$ cat config.mk
export PLATFORM = sky130hd
export DESIGN_NAME = multi_channel_software_timer
export DESIGN_NICKNAME = d
export VERILOG_FILES = /design/src/rtl/mcst_pkg.sv /design/src/rtl/multi_channel_software_timer.sv /design/src/rtl/mcst_slot_ram.sv
export SDC_FILE = /design/constraint.sdc
export NUM_CORES = 2
export LEC_CHECK = 0
export BUFFER_PORTS_ARGS = -buffer_cell sky130_fd_sc_hd__buf_2
export CAP_MARGIN = 0
export CORE_MARGIN = 5
export CORE_UTILIZATION = 55
export CTS_BUF_LIST = sky130_fd_sc_hd__clkbuf_8
export DETAILED_ROUTE_END_ITERATION = 7
export HOLD_SLACK_MARGIN = 0.15
export PLACE_DENSITY_LB_ADDON = 0.05
export SLEW_MARGIN = 20
export SYNTH_ARGS = -nofsm -noshare
export SYNTH_HDL_FRONTEND = slang
export SYNTH_HIERARCHICAL = 1
export SYNTH_SLANG_ARGS = --single-unit
$ cat constraint.sdc
create_clock -name clk -period 35.9 [get_ports clk]
set_input_delay 3.59 -clock clk [delete_from_list [all_inputs] [get_ports clk]]
set_output_delay 3.59 -clock clk [all_outputs]
set_load 0.005 [all_outputs]
$ cat src/rtl/mcst_pkg.sv
// shared types, sizes and codes for the multi-channel timer table
package mcst_pkg;

  localparam int MAX_TIMERS  = 16;
  localparam int MAX_RESULTS = 16;
  localparam int SLOT_W      = (MAX_TIMERS > 1) ? $clog2(MAX_TIMERS) : 1;
  localparam int FIRE_CNT_W  = $clog2(MAX_RESULTS + 1);

  localparam logic [1:0] MODE_ONESHOT   = 2'd0;
  localparam logic [1:0] MODE_MULTISHOT = 2'd1;
  localparam logic [1:0] MODE_PERIODIC  = 2'd2;

  typedef enum logic [1:0] {
    KIND_ADD   = 2'd0,
    KIND_QUERY = 2'd1,
    KIND_TICK  = 2'd2
  } kind_t;

  typedef logic [SLOT_W-1:0] slot_idx_t;

  typedef struct packed {
    logic [1:0]  mode;
    logic [31:0] period;
    logic [63:0] start_time;
    logic [31:0] shots_left;
  } entry_t;

  typedef struct packed {
    logic      en;
    slot_idx_t addr;
    entry_t    data;
  } mem_wr_t;

endpackage

$ cat src/rtl/multi_channel_software_timer.sv
// top level of the multi-channel timer table: command decode, scan sequencer, results
// add, query and unknown commands: one result word in the cycle after start, busy stays low
// tick: the sequencer reads one slot per cycle from the slot memory (one read port), and busy
//   stays high through the scan and the flush that follows it; fired words come out during the
//   scan, the last one at the end
// results are strobed for one cycle each; the receiver cannot stall
// synchronous active-high reset clears all active bits and the sequencer; no clearing pass
module multi_channel_software_timer (
  input  logic        clk,
  input  logic        rst,
  input  logic        start,
  output logic        busy,
  input  logic [1:0]  kind,
  input  logic [63:0] now_time,
  input  logic [31:0] period,
  input  logic [1:0]  mode,
  input  logic [31:0] shots,
  input  logic [3:0]  timer_slot,
  output logic        strobe,
  output logic        accepted,
  output logic [3:0]  slot,
  output logic        active,
  output logic        fired,
  output logic        last
);
  import mcst_pkg::*;

  typedef enum logic [2:0] {
    ST_IDLE  = 3'b001,
    ST_SCAN  = 3'b010,
    ST_FLUSH = 3'b100
  } state_t;

  state_t state;

  // per-slot active bits live in flops so reset clears them at once
  logic [MAX_TIMERS-1:0] active_vec;

  // scan pipeline: idx is the slot being read, chk_idx the slot whose data is back
  slot_idx_t idx;
  slot_idx_t chk_idx;
  logic      chk_vld;
  logic [63:0] tick_now;
  logic [FIRE_CNT_W-1:0] fire_cnt;

  // one fired word is held back so the final one can carry last
  logic      pend_vld;
  slot_idx_t pend_idx;

  entry_t  rd_data;
  mem_wr_t mem_wr;

  // lowest free slot
  slot_idx_t free_idx;
  logic      free_found;

  always_comb begin
    free_idx   = '0;
    free_found = 1'b0;
    for (int i = MAX_TIMERS - 1; i >= 0; i--) begin
      if (!active_vec[i]) begin
        free_idx   = SLOT_W'(i);
        free_found = 1'b1;
      end
    end
  end

  // expiry check on the entry that just came back from memory
  logic [63:0] elapsed;
  logic        expired;
  logic        hit;
  logic        retire;
  logic        add_wr;
  logic        scan_wr;

  assign elapsed = tick_now - rd_data.start_time;
  assign expired = (tick_now > rd_data.start_time) && (elapsed > {32'd0, rd_data.period});

  // a slot with the unused mode code is kept but never fires
  assign hit = chk_vld && active_vec[chk_idx] && (rd_data.mode <= MODE_PERIODIC) && expired
               && (fire_cnt < FIRE_CNT_W'(MAX_RESULTS));

  assign retire = (rd_data.mode == MODE_ONESHOT) ||
                  ((rd_data.mode == MODE_MULTISHOT) && (rd_data.shots_left == 32'd0));

  assign add_wr  = (state == ST_IDLE) && start && (kind == KIND_ADD) && free_found;
  assign scan_wr = hit && !retire;

  always_comb begin
    mem_wr = '0;
    if (add_wr) begin
      mem_wr.en              = 1'b1;
      mem_wr.addr            = free_idx;
      mem_wr.data.mode       = mode;
      mem_wr.data.period     = period;
      mem_wr.data.start_time = now_time;
      mem_wr.data.shots_left = shots;
    end else if (scan_wr) begin
      // restart: new start time, one shot used up for multi-shot timers
      mem_wr.en              = 1'b1;
      mem_wr.addr            = chk_idx;
      mem_wr.data            = rd_data;
      mem_wr.data.start_time = tick_now;
      if (rd_data.mode == MODE_MULTISHOT) begin
        mem_wr.data.shots_left = rd_data.shots_left - 32'd1;
      end
    end
  end

  mcst_slot_ram u_slot_ram (
    .clk     (clk),
    .wr      (mem_wr),
    .rd_addr (idx),
    .rd_data (rd_data)
  );

  assign busy = (state != ST_IDLE);

  always_ff @(posedge clk) begin
    if (rst) begin
      state      <= ST_IDLE;
      active_vec <= '0;
      strobe     <= 1'b0;
      chk_vld    <= 1'b0;
      pend_vld   <= 1'b0;
      idx        <= '0;
      fire_cnt   <= '0;
    end else begin
      strobe  <= 1'b0;
      chk_vld <= 1'b0;

      case (state)
        ST_IDLE: begin
          if (start) begin
            strobe   <= 1'b1;
            accepted <= 1'b0;
            slot     <= 4'd0;
            active   <= 1'b0;
            fired    <= 1'b0;
            last     <= 1'b1;
            case (kind)
              KIND_ADD: begin
                if (free_found) begin
                  accepted             <= 1'b1;
                  slot                 <= 4'(free_idx);
                  active_vec[free_idx] <= 1'b1;
                end
              end
              KIND_QUERY: begin
                slot <= timer_slot;
                if (32'(timer_slot) < MAX_TIMERS) begin
                  active <= active_vec[SLOT_W'(timer_slot)];
                end
              end
              KIND_TICK: begin
                // no word yet; the scan decides what comes out
                strobe   <= 1'b0;
                tick_now <= now_time;
                idx      <= '0;
                fire_cnt <= '0;
                pend_vld <= 1'b0;
                state    <= ST_SCAN;
              end
              default: begin
              end
            endcase
          end
        end

        ST_SCAN: begin
          chk_vld <= 1'b1;
          chk_idx <= idx;
          idx     <= idx + slot_idx_t'(1);
          if (idx == SLOT_W'(MAX_TIMERS - 1)) begin
            state <= ST_FLUSH;
          end
        end

        ST_FLUSH: begin
          // wait for the final slot check, then close out the tick
          if (!chk_vld) begin
            strobe   <= 1'b1;
            accepted <= 1'b0;
            active   <= 1'b0;
            last     <= 1'b1;
            fired    <= pend_vld;
            slot     <= pend_vld ? 4'(pend_idx) : 4'd0;
            pend_vld <= 1'b0;
            idx      <= '0;
            state    <= ST_IDLE;
          end
        end

        default: begin
          state <= ST_IDLE;
        end
      endcase

      if (hit) begin
        fire_cnt <= fire_cnt + FIRE_CNT_W'(1);
        if (pend_vld) begin
          strobe   <= 1'b1;
          accepted <= 1'b0;
          active   <= 1'b0;
          fired    <= 1'b1;
          last     <= 1'b0;
          slot     <= 4'(pend_idx);
        end
        pend_vld <= 1'b1;
        pend_idx <= chk_idx;
        if (retire) begin
          active_vec[chk_idx] <= 1'b0;
        end
      end
    end
  end

`ifndef SYNTHESIS
  // an add write and a scan write-back never compete for the write port
  a_wr_exclusive: assert property (@(posedge clk) disable iff (rst)
    !(add_wr && scan_wr))
    else $error("add and scan write in the same cycle");

  // the word that ends a command only shows once the sequencer is back to idle
  a_last_idle: assert property (@(posedge clk) disable iff (rst)
    (strobe && last) |-> (state == ST_IDLE))
    else $error("final word while the sequencer is still running");

  // an accepted tick always starts the scan
  a_tick_scan: assert property (@(posedge clk) disable iff (rst)
    (start && !busy && (kind == KIND_TICK)) |=> (state == ST_SCAN))
    else $error("tick did not start the scan");

  // memory data is only checked while a tick is in progress
  a_chk_busy: assert property (@(posedge clk) disable iff (rst)
    chk_vld |-> (state != ST_IDLE))
    else $error("slot check outside a scan");

  // never more fired words than one tick may report
  a_fire_limit: assert property (@(posedge clk) disable iff (rst)
    fire_cnt <= FIRE_CNT_W'(MAX_RESULTS))
    else $error("fire count past limit");
`endif

endmodule

$ cat src/rtl/mcst_slot_ram.sv
// timer slot memory, one write port and one registered read port
module mcst_slot_ram (
  input  logic             clk,
  input  mcst_pkg::mem_wr_t wr,
  input  mcst_pkg::slot_idx_t rd_addr,
  output mcst_pkg::entry_t  rd_data
);
  import mcst_pkg::*;

  entry_t mem [MAX_TIMERS];

  always_ff @(posedge clk) begin
    if (wr.en) begin
      mem[wr.addr] <= wr.data;
    end
    rd_data <= mem[rd_addr];
  end

endmodule

# Word level (Yosys, flattened, before mapping)
# Memory sizes are Yosys's and may differ from the RTL's. A register that Yosys moved wholly into a read port is not among the register bits.
# Index checks and enable logic that the tools add are counted.
# totals
reg_bits	111
out_inout_bits	10
in_bits	139
mem_bits_rw	2080
elab_cells	185
memories	1
# mem_list
name	depth	width	rd	rd_clocked_by_memory_dff	write_ports	line_no	source
u_slot_ram.mem	16	130	1	1	1	mcst_slot_ram.sv:10	entry_t mem [MAX_TIMERS];
# classes
order_cmp	9
bitwise	4
reduce_logical	29
eq_ne	15
muxes	108
addsub	4
# op_table
op	count
2-to-1 mux 135 bit	2
2-to-1 mux 16 bit	7
2-to-1 mux 4 bit	25
> comparator 64 x 32 -> 1 bit	1
> comparator 64 bit	1
subtractor 64 bit	1
2-to-1 mux 1 bit	51
zero test 32 bit	1
2-to-1 mux 32 bit	1
subtractor 32 x 1 -> 32 bit, second input constant	1
2-to-1 mux 5 bit	4
AND 16 bit	1
NOT 16 bit	1
bitwise OR 16 bit	1
case mux 4 bit (2 select lines)	2
AND reduction 4 bit	4
< comparator 4 x 5 -> 1 bit, second input constant	3
logical AND 1 bit	12
2-to-1 mux 3 bit	4
case mux 1 bit (2 select lines)	6
case mux 4 bit (3 select lines)	1
case mux 3 bit (3 select lines)	1
binary-select mux 1 bit (select 4 bit)	2
demux 1 bit (select 4 bit)	2
other kinds (24)	34

# Logic depth before layout (Yosys ltp)
# logic_depth
depth_word	29
mapped_depth	26
ltp_nobuf	24

# Modules after synthesis
# The synthesis kept the hierarchy.
# modules_own_cells
mod	area_per_inst_um2	seq_area_each_um2	cells_per_inst	n_inst
mcst_slot_ram	80722.4	65062.4	3411	1
multi_channel_software_timer	12508.2	3022.9	1561	1

# Least setup slack after synthesis
# No wires, ideal clock.
# synth_timing
kind	input-to-reg
startpoint	input port kind[1]
endpoint	memory u_slot_ram/mem[0][0] in the netlist's numbering, enable pin
n_path_buf	4
setup_ns	0.778
path_stages	10
slack_ns	20.313
t_arrival_ns	14.809
t_required_ns	35.122
path_cell_list	nor3b_1 -> and2_0 -> clkbuf_1 -> o21a_1 -> clkbuf_1 -> clkbuf_1 -> clkbuf_1 -> a21o_1 -> or3b_2 -> nor3_1
# synth_rtl
item	line_no	source
start: declaration	multi_channel_software_timer.sv:13	input logic [1:0] kind,
end: declaration	mcst_slot_ram.sv:10	

==> metrics.txt <==
status complete, no violations; TNS Setup 0 ps; Total GRT Usage 27.72%; Die X 421.7 um; commonest non-fill, non-tap cell in the layout edfxtp_1; Netlist Area Pre-Place 0.09323 mm2; row count 151; Post-layout nets 5,565; latest clock arrival within the worst-skew pair 1070 ps; ratio of final minimum period to clock period 28.61%; Synth Register Bits 2,321; root buf cell clkbuf_8; CTS tree done; die footprint 0.1778 mm2; Min Hold Slack 487.3 ps; number of flops mapped to enable cells by yosys 2,160; fillcell total 12,430; worst clock skew 65.26 ps; worst min path class reg2reg; fin. max-slew vios 0; hold_buf cts 0; layout cell share with drive strength beyond 1 23.49%; CP peak stage delay 760 ps; syn_area_per_cell 18.75 um2; most frequent CP cell buf_4; post-synthesis sequential area ratio 73.03%; CP Buf/Inv Count 5; Mapped Cells 4,972; fmax 0.09736 GHz; CP max FO 48; Final Hold Fails 0; CTS Buffer Depth 4; CTS sink count 2,321; I/O pins 149; vias in the first global route 50,840; YS warnings 6; Worst slew margin 24.61%; PostCTS Resize Cnt 0; Yosys cell types 82; Critical Path Source Type flop; fin crit period 10,270 ps; Initial Util 55.20%; post-CTS setup buffer count 0; first-pass GRT wire length 359,200 um; Post-Syn Nets 5,211; Die Y 421.7 um; CP required 36,550 ps; Setup CP Type reg2reg; commonest non-fill, non-tap cells in the layout edfxtp_1, mux4_2, clkbuf_8, inv_1, nand2_1; RD Place Congestion 0.8945; DR iter-0 viols 5,546; Max Cap Viol 0; Worst Path Arrival 10,920 ps; Worst-Margin Slew 1124 ps; slowest cell on the critical path nor2_4; Power Density 50.41 mW/mm2; post-route ant nets 0; CP top delay family simple AND/OR/NAND/NOR gates; RSZ-0062 raised after global routing false; gr ovfl total 0; Final HPWL DP 141,800 um; Layout area overhead 10.72%; CTS Buf Count 377; Vias 50,530; initial antenna violation count 12; I/O Buffers 148; DR pass1 iterations 5; cells along the critical path ha_1 -> a21oi_1 -> o21ai_1 -> a221o_1 -> and3_1 -> or3_1 -> xor2_1 -> ha_1 -> nand4_1 -> nor4_1 -> inv_1 -> o21ai_0 -> nand4_1 -> nor4_1 -> nand4_1 -> and4b_1 -> a2111oi_4 -> buf_4 -> o2bb2ai_1 -> nand2b_1 -> nor2_4 -> buf_4 -> buf_4 -> buf_4; Setup crit end kind flop; clk slew on worst S/H paths 60 ps; Worst VDD drop 0.04418 mV; core area 0.1689 mm2; largest net degree at the start of global routing 108; fraction of registers with async set/reset 0%; Leakage Power 0.03432 uW; vias per cell 6.458; DRC Markers 0; Final setup violation count 0; H-tree levels 5; final WL 247,100 um; DR WL/cell 31.58 um; Tot Pwr 5203 uW; Synth Flop Type edfxtp_1
[cell families (layout without fill, tap and decap cells)]
family                   after synthesis  count (layout)  share of synthesized area, %
flip-flops                          2321            2321                         73.03
XOR/XNOR                              72              72                        0.6764
AO/OA/AOI/OAI                        840             840                         6.510
other                                  0               4                             0
AND/OR/NAND/NOR                      657             657                         3.456
multiplexers                         592             592                         13.06
adder cells (fa/ha/maj)              100             100                         1.350
buffers and inverters                390            1020                         1.914
[power breakdown]
group / internal [uW] / total, uW / leakage, uW / switching [uW]
Combinational: 52.4 / 157 / 0.00910 / 104
Sequential: 2950 / 2960 / 0.0212 / 9.46
Clock: 1080 / 2090 / 0.00398 / 1010
Total: 4080 / 5200 / 0.0343 / 1120
[per-stage QoR]
stage | setup slack (ps) | std cells | utilization [%] | instance area [um2]
2_1_floorplan | 20310 | 4972 | - | 93230
3_3_place_gp | 26070 | 7164 | 57.08 | 96410
3_5_place_dp | 25840 | 7164 | 57.08 | 96410
4_1_cts | 25810 | 7819 | 61.09 | 103200
5_1_grt | 25190 | 7821 | 61.11 | 103200
6_report | 25630 | 7824 | 61.12 | 103200
[tightest hold or removal path: stages, from the launching register on]
cell     delay [ps]
dfxtp_1         330
nand2_1          60
mux2i_1          50
[final timing paths]
| kind | startpoint | slack [ps] | cells past startpoint | to |
|---|---|---|---|---|
| worst min-delay path | fire_cnt[1] | 490 | 2 | fire_cnt[1] |
| worst min register to register | fire_cnt[1] | 490 | 2 | fire_cnt[1] |
| worst max-delay path | tick_now[5] | 25630 | 24 | u_slot_ram/mem[9][102] |
| worst max register to register | tick_now[5] | 25630 | 24 | u_slot_ram/mem[9][102] |
[per-layer routing]
metal	wire [um]	track usage, %	up-vias
met4	5318	6.904	0
met1	109000	42.17	26990
li1	-	-	21230
met3	17220	4.783	315
met2	115500	42.48	1986
met5	0	0	-
[area by class of cell]
class	instances	area, um2	share of cell area (%)
Tap cell	2218	2775	2.688
Multi-Input combinational cell	2261	23540	22.81
Antenna cell	4	10.01	0.009697
Inverter	128	480.5	0.4654
Sequential cell	2321	68100	65.97
Timing Repair Buffer	237	1550	1.502
Clock inverter	249	1181	1.144
Clock buffer	406	5588	5.413
[sequential cells by signal (all words and copies together) (netlist names)]
name	flops
u_slot_ram/mem	2080
u_slot_ram/rd_data	130
tick_now	64
active_vec	16
fire_cnt	5
chk_idx	4
idx	4
pend_idx	4
slot	4
state	3
accepted	1
active	1
chk_vld	1
fired	1
last	1
pend_vld	1
strobe	1
[cell usage after synthesis, drive strengths merged (30+ instances only)]
library cell,instances,share of area [%]
edfxtp,2160,70
nor2,116,0.47
xor2,41,0.39
buf,150,0.95
nor2b,40,0.27
inv,128,0.52
a21oi,136,0.73
a21o,34,0.27
a22o,136,1.3
mux2i,30,0.32
ha,99,1.3
clkbuf,112,0.45
dfxtp,161,3.5
o21ai,103,0.55
nand4,53,0.36
mux4,493,12
mux2,69,0.83
xnor2,31,0.29
nand2,233,0.94
a22oi,230,1.9
nor3,52,0.28
Power figures use the tool's default switching activity.
